**config.mk**
```make
export PLATFORM = sky130hd
export DESIGN_NAME = fshp_rng
export DESIGN_NICKNAME = d
export VERILOG_FILES = /design/src/hdl/fshp_pkg.sv /design/src/hdl/fshp_rng.sv
export SDC_FILE = /design/constraint.sdc
export NUM_CORES = 1
export LEC_CHECK = 0
export CORE_ASPECT_RATIO = 1.25
export CORE_MARGIN = 8
export CORE_UTILIZATION = 25
export CTS_BUF_LIST = sky130_fd_sc_hd__clkbuf_2
export DETAILED_ROUTE_END_ITERATION = 12
export DONT_BUFFER_PORTS = 1
export GPL_TIMING_DRIVEN = 0
export PLACE_DENSITY = 0.48
export REMOVE_ABC_BUFFERS = 1
export SLEW_MARGIN = 20
export SYNTH_ARGS = -nofsm -noshare
export SYNTH_HDL_FRONTEND = slang
export SYNTH_SLANG_ARGS = --single-unit
```
**constraint.sdc**
```tcl
create_clock -name i_clk -period 9.36 [get_ports i_clk]
set_clock_uncertainty 0.1 [all_clocks]
set_input_delay 0.936 -clock i_clk [delete_from_list [all_inputs] [get_ports i_clk]]
set_output_delay 0.936 -clock i_clk [all_outputs]
set_load 0.005 [all_outputs]
```
**src/hdl/fshp_pkg.sv**
```systemverilog
// fshp_pkg: shared types and constants for the fire strip heat propagator
// no dependencies; imported by every module of the block
package fshp_pkg;

    localparam int HEAT_W     = 6;
    localparam int CFG_ADDR_W = 3;
    localparam int CFG_DATA_W = 32;
    localparam int INTERVAL_W = 16;

    localparam logic [31:0]           RNG_SEED       = 32'h9E37_79B9;
    localparam logic [INTERVAL_W-1:0] INTERVAL_RESET = 16'd33;

    localparam logic ACT_FRAME = 1'b0;
    localparam logic ACT_READ  = 1'b1;

    // column move codes, r mod 3
    localparam logic [1:0] SHIFT_LEFT  = 2'd0;
    localparam logic [1:0] SHIFT_NONE  = 2'd1;
    localparam logic [1:0] SHIFT_RIGHT = 2'd2;

    typedef struct packed {
        logic        action;
        logic [31:0] now_ms;
        logic [6:0]  read_x;
        logic [4:0]  read_y;
    } t_in_item;

    typedef struct packed {
        logic              propagated;
        logic [HEAT_W-1:0] heat;
        logic              visible;
    } t_out_item;

    typedef struct packed {
        logic [1:0] shift;
        logic [1:0] dec;
    } t_draw;

endpackage

```
**src/hdl/fshp_rng.sv**
```systemverilog
// fshp_rng: xorshift32 generator with registered column move and decay per draw
// depends on fshp_pkg for the seed and the draw struct
module fshp_rng (
    input  logic            i_clk,
    input  logic            i_rst_n,
    input  logic            i_adv,
    output fshp_pkg::t_draw o_draw
);
    import fshp_pkg::*;

    logic [31:0] r_state;
    t_draw       r_draw;
    logic [31:0] n_s1;
    logic [31:0] n_s2;
    logic [31:0] n_state;

    // residue mod 3 by folding, 2^(2k) is 1 mod 3
    function automatic logic [1:0] mod3(input logic [31:0] v);
        logic [16:0] a;
        logic [9:0]  b;
        logic [6:0]  c;
        logic [4:0]  d;
        logic [3:0]  e;
        logic [2:0]  f;
        logic [1:0]  m;
        a = {1'b0, v[31:16]} + {1'b0, v[15:0]};
        b = {1'b0, a[16:8]} + {2'b0, a[7:0]};
        c = {1'b0, b[9:4]} + {3'b0, b[3:0]};
        d = {2'b0, c[6:4]} + {1'b0, c[3:0]};
        e = {1'b0, d[4:2]} + {2'b0, d[1:0]};
        f = {1'b0, e[3:2]} + {1'b0, e[1:0]};
        unique case (f)
            3'd0, 3'd3, 3'd6: m = 2'd0;
            3'd1, 3'd4, 3'd7: m = 2'd1;
            default:          m = 2'd2;
        endcase
        return m;
    endfunction

    always_comb begin
        n_s1    = r_state ^ (r_state << 13);
        n_s2    = n_s1 ^ (n_s1 >> 17);
        n_state = n_s2 ^ (n_s2 << 5);
    end

    always_ff @(posedge i_clk) begin
        if (!i_rst_n) begin
            r_state <= RNG_SEED;
        end else if (i_adv) begin
            r_state <= n_state;
        end
    end

    always_ff @(posedge i_clk) begin
        if (i_adv) begin
            r_draw.shift <= mod3(n_state);
            r_draw.dec   <= mod3({2'b00, n_state[31:2]});
        end
    end

    assign o_draw = r_draw;

endmodule

```
# After elaboration in Yosys (flattened, before gate mapping)
# Cells that the tools add are included.
# op_classes
add_sub_neg	12
n_eq_ne	10
mux	2
bitwise	3
n_reduce_logical	6
# op_table
op	count
$xor A32 B32 Y32	2
$xor A32 B15 Y32	1
$add A9 B8 Y10	2
$eq A3 B3 Y1 const B	6
$add A14 B16 Y17	1
$add A16 B16 Y17	1
$add A6 B4 Y7	2
$reduce_or A3 Y1	4
$add A3 B4 Y5	2
$add A3 B2 Y4	2
$pmux W2 S2	2
$add A2 B2 Y3	2
$eq A3 B1 Y1 const B	2
$eq A3 B2 Y1 const B	2
$logic_not A3 Y1	2
# word_totals
regBits	36
output_inout_bits	4
word_cells	36

# Logic depth before layout (Yosys ltp)
# Gate-level depths: netlist of run 1.
# logic_depth
ltp_word	12
ltp_mapped	36
depth_no_buf	36

# Worst setup path before layout of run 1
# No wires, ideal clock.
# synth_path
path_kind	reg-to-reg
start	register r_state[2]
end	register r_draw, in the netlist o_draw[0], data pin
setup_ns	0.261
arrival_ns	7.151
required_time_ns	8.999
path_slack_ns	1.848
path_stages_with_launch	34
n_path_buf	0
period_less_slack_ns	7.512
cell_sequence	dfxtp_1 -> xnor3_1 -> xor3_2 -> ha_1 -> a21o_1 -> a21o_1 -> a21oi_1 -> o21ai_0 -> xor2_1 -> ha_1 -> fa_1 -> a21o_1 -> a221o_1 -> nor2_1 -> xnor2_1 -> ha_1 -> a21o_1 -> a21oi_1 -> xor2_1 -> xnor2_1 -> ha_1 -> inv_1 -> fa_1 -> xnor2_1 -> ha_1 -> inv_1 -> fa_1 -> xnor2_1 -> ha_1 -> inv_1 -> fa_1 -> nand2b_1 -> nand3_1 -> o21ai_0
# synth_between
elab_chain_cells	12
# synth_rtl
element	line	source
from (decl)	fshp_rng.sv:11	logic [31:0] r_state;
from (signal assigned)	fshp_rng.sv:50	r_state <= n_state;
$xor A32 B32 Y32 (*)	fshp_rng.sv:41	n_s1 = r_state ^ (r_state << 13);
$xor A32 B15 Y32 (*)	fshp_rng.sv:42	n_s2 = n_s1 ^ (n_s1 >> 17);
$xor A32 B32 Y32 (*)	fshp_rng.sv:43	n_state = n_s2 ^ (n_s2 << 5);
$add A14 B16 Y17 (*)	fshp_rng.sv:26	a = {1'b0, v[31:16]} + {1'b0, v[15:0]};
$add A9 B8 Y10 (*)	fshp_rng.sv:27	b = {1'b0, a[16:8]} + {2'b0, a[7:0]};
$add A6 B4 Y7 (*)	fshp_rng.sv:28	c = {1'b0, b[9:4]} + {3'b0, b[3:0]};
$add A3 B4 Y5 (*)	fshp_rng.sv:29	d = {2'b0, c[6:4]} + {1'b0, c[3:0]};
$add A3 B2 Y4 (*)	fshp_rng.sv:30	e = {1'b0, d[4:2]} + {2'b0, d[1:0]};
$add A2 B2 Y3 (*)	fshp_rng.sv:31	f = {1'b0, e[3:2]} + {1'b0, e[1:0]};
$eq A3 B1 Y1, or another cell as far along	fshp_rng.sv:32	unique case (f)
$reduce_or A3 Y1	fshp_rng.sv:32	
$pmux W2 S2 (*)	fshp_rng.sv:32	
to (decl)	fshp_rng.sv:12	t_draw r_draw;
# Mark *: on every way between the ends. The rest lies on a longest branch, timed or not.
# A chain may end at the register's enable or synchronous reset.

# Worst setup path in the final report of run 1
# layout_path
start	register r_state[4]
end	register r_draw, in the netlist o_draw[2], data pin
# layout_between
elab_chain_cells	12
# layout_rtl
element	line	source
$xor A32 B32 Y32 (*)	fshp_rng.sv:41	
$xor A32 B15 Y32 (*)	fshp_rng.sv:42	
$xor A32 B32 Y32 (*)	fshp_rng.sv:43	
net n_state[17]	fshp_rng.sv:15	logic [31:0] n_state;
$add A16 B16 Y17 (*)	fshp_rng.sv:26	
$add A9 B8 Y10 (*)	fshp_rng.sv:27	
$add A6 B4 Y7 (*)	fshp_rng.sv:28	
$add A3 B4 Y5 (*)	fshp_rng.sv:29	
$add A3 B2 Y4 (*)	fshp_rng.sv:30	
$add A2 B2 Y3 (*)	fshp_rng.sv:31	
$eq A3 B1 Y1, or another cell as far along	fshp_rng.sv:32	
$reduce_or A3 Y1	fshp_rng.sv:32	
$pmux W2 S2 (*)	fshp_rng.sv:32	
# Mark *: on every way through the listed nets, which the timed path passes. The rest lies on a longest branch.

==> results.toml, run 1 <==
[worst_setup_path]
worstPathMaxFanout = 5
cpPeakStageDelay_ns = 0.71
cp.arrival_ns = 8.68
start_kind = "flop"
cp.required_ns = 9.44
critical_path_class = "reg -> reg"
slowest_stage = "xnor2_1"
critPathCaptureType = "flop"

[run]
drv_cap = 0

[floorplanning]
die_x_um = 136
ios = 7
core_um2 = 17900
dieHeight_um = 166
start_util_pct = 25.1
die_area_um2 = 22600
core.rowCount = 55

[logic_synthesis]
netlist_area_um2 = 4490
ys_types = 53
syn_avg_cell_area_um2 = 8.31
synth_top_cell_by_area = "xnor2_1"
synth_most_common_cell = "xnor2_1"
synth_top_area_share_pct = 14.6
seq_area_frac_synth_pct = 16.9
synth-edff-count = 4
ys_warn_count = 0
synth_flop_cell = "dfxtp_1"
synth-seq-cells = 36
synth_common_cells = "75 x xnor2_1, 74 x nor2_1, 52 x ha_1, 36 x xor2_1"
synthArstFlopShare_pct = 0
synthTopCellsByArea = "xnor2_1 15%, ha_1 14%, dfxtp_1 14%"
netlist_instances = 541

[timing]
slew_headroom_pct = 40.3
tns_ns = 0
drv_slew = 0
tightest_slew_ns = 0.888
rsz0062_at_grt = "no"
timing.final.crit_share_pct = 91.9
setup_violations = 0
maxClockFrequency_ghz = 0.116
hold_viol = 0
period_minus_slack_ns = 8.61

[routing]
dr.pass1.iters = 4
via_per_inst = 4.73
finalWirelength_um = 10800
first_iter_violations = 128
ant_nets = 0
drc = 0
num_vias = 3583
wl_per_cell_um = 14.3

[placement]
hpwl_um = 8930
port_buffers = 0
place.gp.congestion = 0.873

[cells_and_area]
multi_input_area_um2 = 3580
n_antenna_cell = 0
syn_to_final_growth_pct = 5.37
fillers = 1955
drive_gt1_share_pct = 3.78
fin_nets = 596
regArea_um2 = 761

[global_route]
grt-ovfl-total = 0
first_global_vias = 3582
grt_use_total_pct = 9.84
met3_usage_pct = 0.908
top_usage_layer = "met2"
grtUsageMet1_pct = 11.8
grt_max_degree = 40
grt_pass1_wl_um = 18100
grt_use_met2_pct = 18.0
antenna_found_initial = 0

[cts]
clock_latency_ns = 0.41
cts_buffers = 5
clk_path_buf_depth = 2
cts.clk_slew.worst_paths_ns = 0.19
ctsResizeCount = 0
cts_tree = "built"
clock_tree.root_cell = "clkbuf_2"
htreeDepth = 2
cts_hold_buffers = 0
post_cts_buffers = 0
cts.sinks = 36

[run_status]
status = "finished clean"

[hold_path]
holdCritPathClass = "reg -> reg"
==> metal layers <==
metal	up-vias	part of all wire (%)	routed length (um)
li1	1851	-	-
met1	1675	43	4710
met2	49	53	5760
met3	8	1.9	206
met4	0	1.6	172
met5	-	0	0
==> critical path, delay by kind of cell, from the launching register on <==
kind            cells  cell delay [ns]
mux                 1             0.26
compound gates     12             2.71
simple gates        6             0.71
flops               1             0.44
buf+inv             2             0.14
xor+xnor            6             1.84
fa+ha+maj           7             2.17
==> logic make-up after synthesis <==
logic type                 after synthesis  synth area share (%)
adders and majority gates               64                  19.8
AOI/OAI and AO/OA                      138                  19.6
buffers and inverters                   39                  3.45
DFF                                     36                  16.9
xor gates and xnor gates               117                  24.1
and+or+nand+nor                        142                  15.0
muxes                                    5                  1.11
==> layout by cell type, fill, tap and decap left out, drive strengths merged, types with 3 or more instances in the layout <==
master and n:
a211o 4, a211oi 6, a21o 20, a21oi 32, a31oi 5, and3 8, clkbuf 5, dfxtp 32
edfxtp 4, fa 12, ha 52, inv 21, mux2i 5, nand2 14, nand2b 5, nand3 7
nand4 4, nor2 74, nor2b 6, nor3 4, nor3b 8, o21a 13, o21ai 40, o21bai 4
o31ai 3, or2 5, xnor2 77, xor2 38
==> state kept, by name, summed over array words and instances (netlist names) <==
name     flops
o_draw       4
r_state     32
==> cell type report <==
| cell class | instances | area share (%) |
|---|---|---|
| Clock inverter | 2 | 0.238 |
| Inverter | 20 | 1.59 |
| Multi-Input combinational cell | 466 | 75.6 |
| Clock buffer | 5 | 0.528 |
| Tap cell | 228 | 6.02 |
| Sequential cell | 36 | 16.1 |
==> worst paths after layout <==
| check | startpoint | to | slack [ns] | cells after the start |
|---|---|---|---|---|
| worst min register to register | r_state[29]$_SDFFE_PN0P_ | r_state[29]$_SDFFE_PN0P_ | 0.41 | 2 |
| worst min-delay path | r_state[29]$_SDFFE_PN0P_ | r_state[29]$_SDFFE_PN0P_ | 0.41 | 2 |
| worst max register to register | r_state[4]$_SDFFE_PN1P_ | o_draw[2]$_DFFE_PP_ | 0.75 | 34 |
| worst max-delay path | r_state[4]$_SDFFE_PN1P_ | o_draw[2]$_DFFE_PP_ | 0.75 | 34 |
==> per-stage QoR <==
step | worst slack [ns] | cell area (um^2) | cells | hold slack [ns] | util, %
finish | 0.754 | 4740 | 757 | 0.408 | 26.5
detailed placement | 0.627 | 4700 | 750 | 0.389 | 26.3
CTS | 0.584 | 4740 | 757 | 0.412 | 26.5
global placement | 0.792 | 4700 | 750 | 0.383 | 26.3
floorplan | 1.85 | 4410 | 522 | 0.372 | -
global route | 0.115 | 4740 | 757 | 0.441 | 26.5
Power of run 1 is left out: the tool's default activity adds up to more than one toggle a clock period on the data nets, which glitch-free logic cannot reach.
==> run 2: changes to the inputs <==
- CORE_ASPECT_RATIO: 1.25 -> default
- GPL_ROUTABILITY_DRIVEN: default -> 0
==> results.toml, run 2 (same netlist as run 1, synthesis figures left out) <==
[run_status]
status = "finished clean"

[routing]
via_per_inst = 4.73
finalWirelength_um = 10700
wl_per_cell_um = 14.1
first_iter_violations = 153
num_vias = 3587
dr.pass1.iters = 4
ant_nets = 0
drc = 0

[cells_and_area]
layout_common_cells = "75 x xnor2_1, 74 x nor2_1, 52 x ha_1"
drive_gt1_share_pct = 3.40
final_area_um2 = 4730
final_common_cell = "xnor2_1"
n_antenna_cell = 0
syn_to_final_growth_pct = 5.32
largest-register = "r_state"
fin_nets = 596
largest_reg_flops = 32

[global_route]
grt_pass1_wl_um = 17800
grt_use_total_pct = 9.75
grt_max_degree = 40
antenna_found_initial = 0
grt-ovfl-total = 0
first_global_vias = 3545

[floorplanning]
die_area_um2 = 22500
ios = 7
dieHeight_um = 150
core_um2 = 17800
die_x_um = 150
start_util_pct = 25.3
core.rowCount = 49

[cts]
clock_latency_ns = 0.40
cts_tree = "built"
clk_path_buf_depth = 2
htreeDepth = 2
clock_tree.root_cell = "clkbuf_2"
cts_hold_buffers = 0
cts_buffers = 5
post_cts_buffers = 0
cts.sinks = 36
ctsResizeCount = 0
cts.clk_slew.worst_paths_ns = 0.18

[run]
drv_cap = 0

[timing]
maxClockFrequency_ghz = 0.116
timing.final.crit_share_pct = 92.1
layout_setup_ws_ns = 0.742
worst_hold_slack_ns = 0.408
rsz0062_at_grt = "no"
drv_slew = 0
hold_viol = 0
setup_violations = 0
tightest_slew_ns = 0.935
tns_ns = 0
period_minus_slack_ns = 8.62
slew_headroom_pct = 37.2

[worst_setup_path]
critical_path_class = "reg -> reg"
cp.required_ns = 9.43
cpPeakStageDelay_ns = 0.75
cp.arrival_ns = 8.69
critPathCaptureType = "flop"
slowest_stage = "xnor2_1"
worstPathMaxFanout = 5
start_kind = "flop"

[placement]
placed_area_um2 = 4700
port_buffers = 0
dp_slack_ns = 0.684
hpwl_um = 8720

[hold_path]
holdCritPathClass = "reg -> reg"
==> run 2: changes by cell type in the layout (fill, tap and decap cells not counted) <==
cell,delta
clkinv_1,+2
clkinv_2,-1
inv_4,-1
==> run 2: final timing paths <==
kind / start / endpoint / slack (ns) / cells after the start
worst min register to register: r_state[22]$_SDFFE_PN0P_ / r_state[22]$_SDFFE_PN0P_ / 0.41 / 2
worst min-delay path: r_state[22]$_SDFFE_PN0P_ / r_state[22]$_SDFFE_PN0P_ / 0.41 / 2
worst max register to register: r_state[4]$_SDFFE_PN1P_ / o_draw[2]$_DFFE_PP_ / 0.74 / 34
worst max-delay path: r_state[4]$_SDFFE_PN1P_ / o_draw[2]$_DFFE_PP_ / 0.74 / 34
==> run 2: stage by stage <==
step,utilization (%),cells
global route,26.6,758
finish,26.6,758
global placement,26.4,751
floorplan,-,522
detailed placement,26.4,751
CTS,26.6,758
==> run 2: layer usage <==
metal  vias to the layer above  GRT usage, %  routed length, um  share of wire (%)
met4                         0          2.30                114                1.1
met1                      1694          12.4               5110                 48
li1                       1843             -                  -                  -
met2                        41          17.2               5260                 49
met3                         9          1.15                212                2.0
met5                         -             0                  0                  0
==> run 2: final cells by class <==
cell class	count	area, um^2
clock buffer	5	25.0
clock inverter	2	7.51
fill	1901	13000
inverter	20	75.1
multi-input combinational	466	3580
sequential	36	761
tap	229	287
==> run 2: critical path, delay by kind of cell (launching register included) <==
kind | cells | cell delay, ns
compound gates | 12 | 2.74
fa+ha+maj | 7 | 2.16
xor+xnor | 6 | 1.87
simple gates | 6 | 0.69
flops | 1 | 0.44
mux | 1 | 0.25
buf+inv | 2 | 0.12
Power of run 2 is left out for the same reason.
==> run 3: changes to the inputs <==
- CTS_CLUSTER_DIAMETER: default -> 200
- MAX_ROUTING_LAYER: default -> met4
==> results.toml, run 3 (same netlist as run 1, synthesis figures left out) <==
[run_status]
status = "finished clean"

[cells_and_area]
drive_gt1_share_pct = 3.40
multi_input_area_um2 = 3580
largest-register = "r_state"
final_common_cell = "xnor2_1"
fin_nets = 596
n_antenna_cell = 0
syn_to_final_growth_pct = 5.32
final_area_um2 = 4730
largest_reg_flops = 32
regArea_um2 = 761
layout_common_cells = "75 x xnor2_1, 74 x nor2_1, 52 x ha_1"
fillers = 1901

[routing]
dr.pass1.iters = 4
num_vias = 3590
first_iter_violations = 151
ant_nets = 0
finalWirelength_um = 10700
drc = 0
wl_per_cell_um = 14.1
via_per_inst = 4.74

[global_route]
grt_max_degree = 40
first_global_vias = 3540
grt_pass1_wl_um = 17800
grt-ovfl-total = 0
grt_use_total_pct = 10.0
antenna_found_initial = 0

[floorplanning]
start_util_pct = 25.3
core.rowCount = 49
core_um2 = 17800
dieHeight_um = 150
die_x_um = 150
ios = 7
die_area_um2 = 22500

[hold_path]
holdCritPathClass = "reg -> reg"

[timing]
drv_slew = 0
worst_hold_slack_ns = 0.408
tns_ns = 0
period_minus_slack_ns = 8.59
setup_violations = 0
maxClockFrequency_ghz = 0.116
tightest_slew_ns = 0.925
layout_setup_ws_ns = 0.768
slew_headroom_pct = 37.9
hold_viol = 0
timing.final.crit_share_pct = 91.8
rsz0062_at_grt = "no"

[cts]
cts.clk_slew.worst_paths_ns = 0.18
post_cts_buffers = 0
cts_buffers = 5
clock_tree.root_cell = "clkbuf_2"
ctsResizeCount = 0
clock_latency_ns = 0.40
clk_path_buf_depth = 2
htreeDepth = 2
cts_hold_buffers = 0
cts.sinks = 36
cts_tree = "built"

[worst_setup_path]
crit_family = "compound AO/OA/AOI/OAI gates"
critical_path_class = "reg -> reg"
worstPathMaxFanout = 5
cp.required_ns = 9.43
crit_buf_inv = 2
cp.arrival_ns = 8.67
slowest_stage = "xnor2_1"
start_kind = "flop"
cpPeakStageDelay_ns = 0.74
critPathCaptureType = "flop"
rrSetupSlack_ns = 0.77

[placement]
port_buffers = 0
placed_area_um2 = 4700
dp_slack_ns = 0.684
hpwl_um = 8720

[run]
drv_cap = 0
## run 3: cell counts in the layout (fill, tap and decap cells not counted)
Identical to the previous run, type by type.
## run 3: cell type report
cell class,instances,area share [%]
sequential,36,16.1
clock buffer,5,0.529
clock inverter,2,0.159
multi-input combinational,466,75.6
inverter,20,1.59
tap,229,6.05
## run 3: metrics by stage
step | instances | util (%)
3_3_place_gp | 751 | 26.4
5_1_grt | 758 | 26.6
3_5_place_dp | 751 | 26.4
4_1_cts | 758 | 26.6
2_1_floorplan | 522 | -
6_report | 758 | 26.6
## run 3: routing by layer
metal | track usage (%) | vias to the layer above | routed length, um | share of wire (%)
li1 | - | 1840 | - | -
met1 | 12.5 | 1706 | 5170 | 48
met2 | 17.1 | 35 | 5240 | 49
met3 | 1.15 | 9 | 192 | 1.8
met4 | 2.30 | 0 | 116 | 1.1
met5 | - | - | 0 | 0
## run 3: worst paths after layout
check | depth (start not counted) | to | startpoint
setup / recovery | 34 | o_draw[2]$_DFFE_PP_ | r_state[4]$_SDFFE_PN1P_
hold / removal | 2 | r_state[29]$_SDFFE_PN0P_ | r_state[29]$_SDFFE_PN0P_
setup reg to reg | 34 | o_draw[2]$_DFFE_PP_ | r_state[4]$_SDFFE_PN1P_
hold reg to reg | 2 | r_state[29]$_SDFFE_PN0P_ | r_state[29]$_SDFFE_PN0P_
## run 3: worst register-to-register path, delay by kind of cell, from the launching register on
family | cells | cell delay (ns)
flip-flops | 1 | 0.45
AND/OR/NAND/NOR | 6 | 0.70
AO/OA/AOI/OAI | 12 | 2.73
buffers and inverters | 2 | 0.12
multiplexers | 1 | 0.25
XOR/XNOR | 6 | 1.84
adder cells (fa/ha/maj) | 7 | 2.16
Power of run 3 is left out for the same reason.
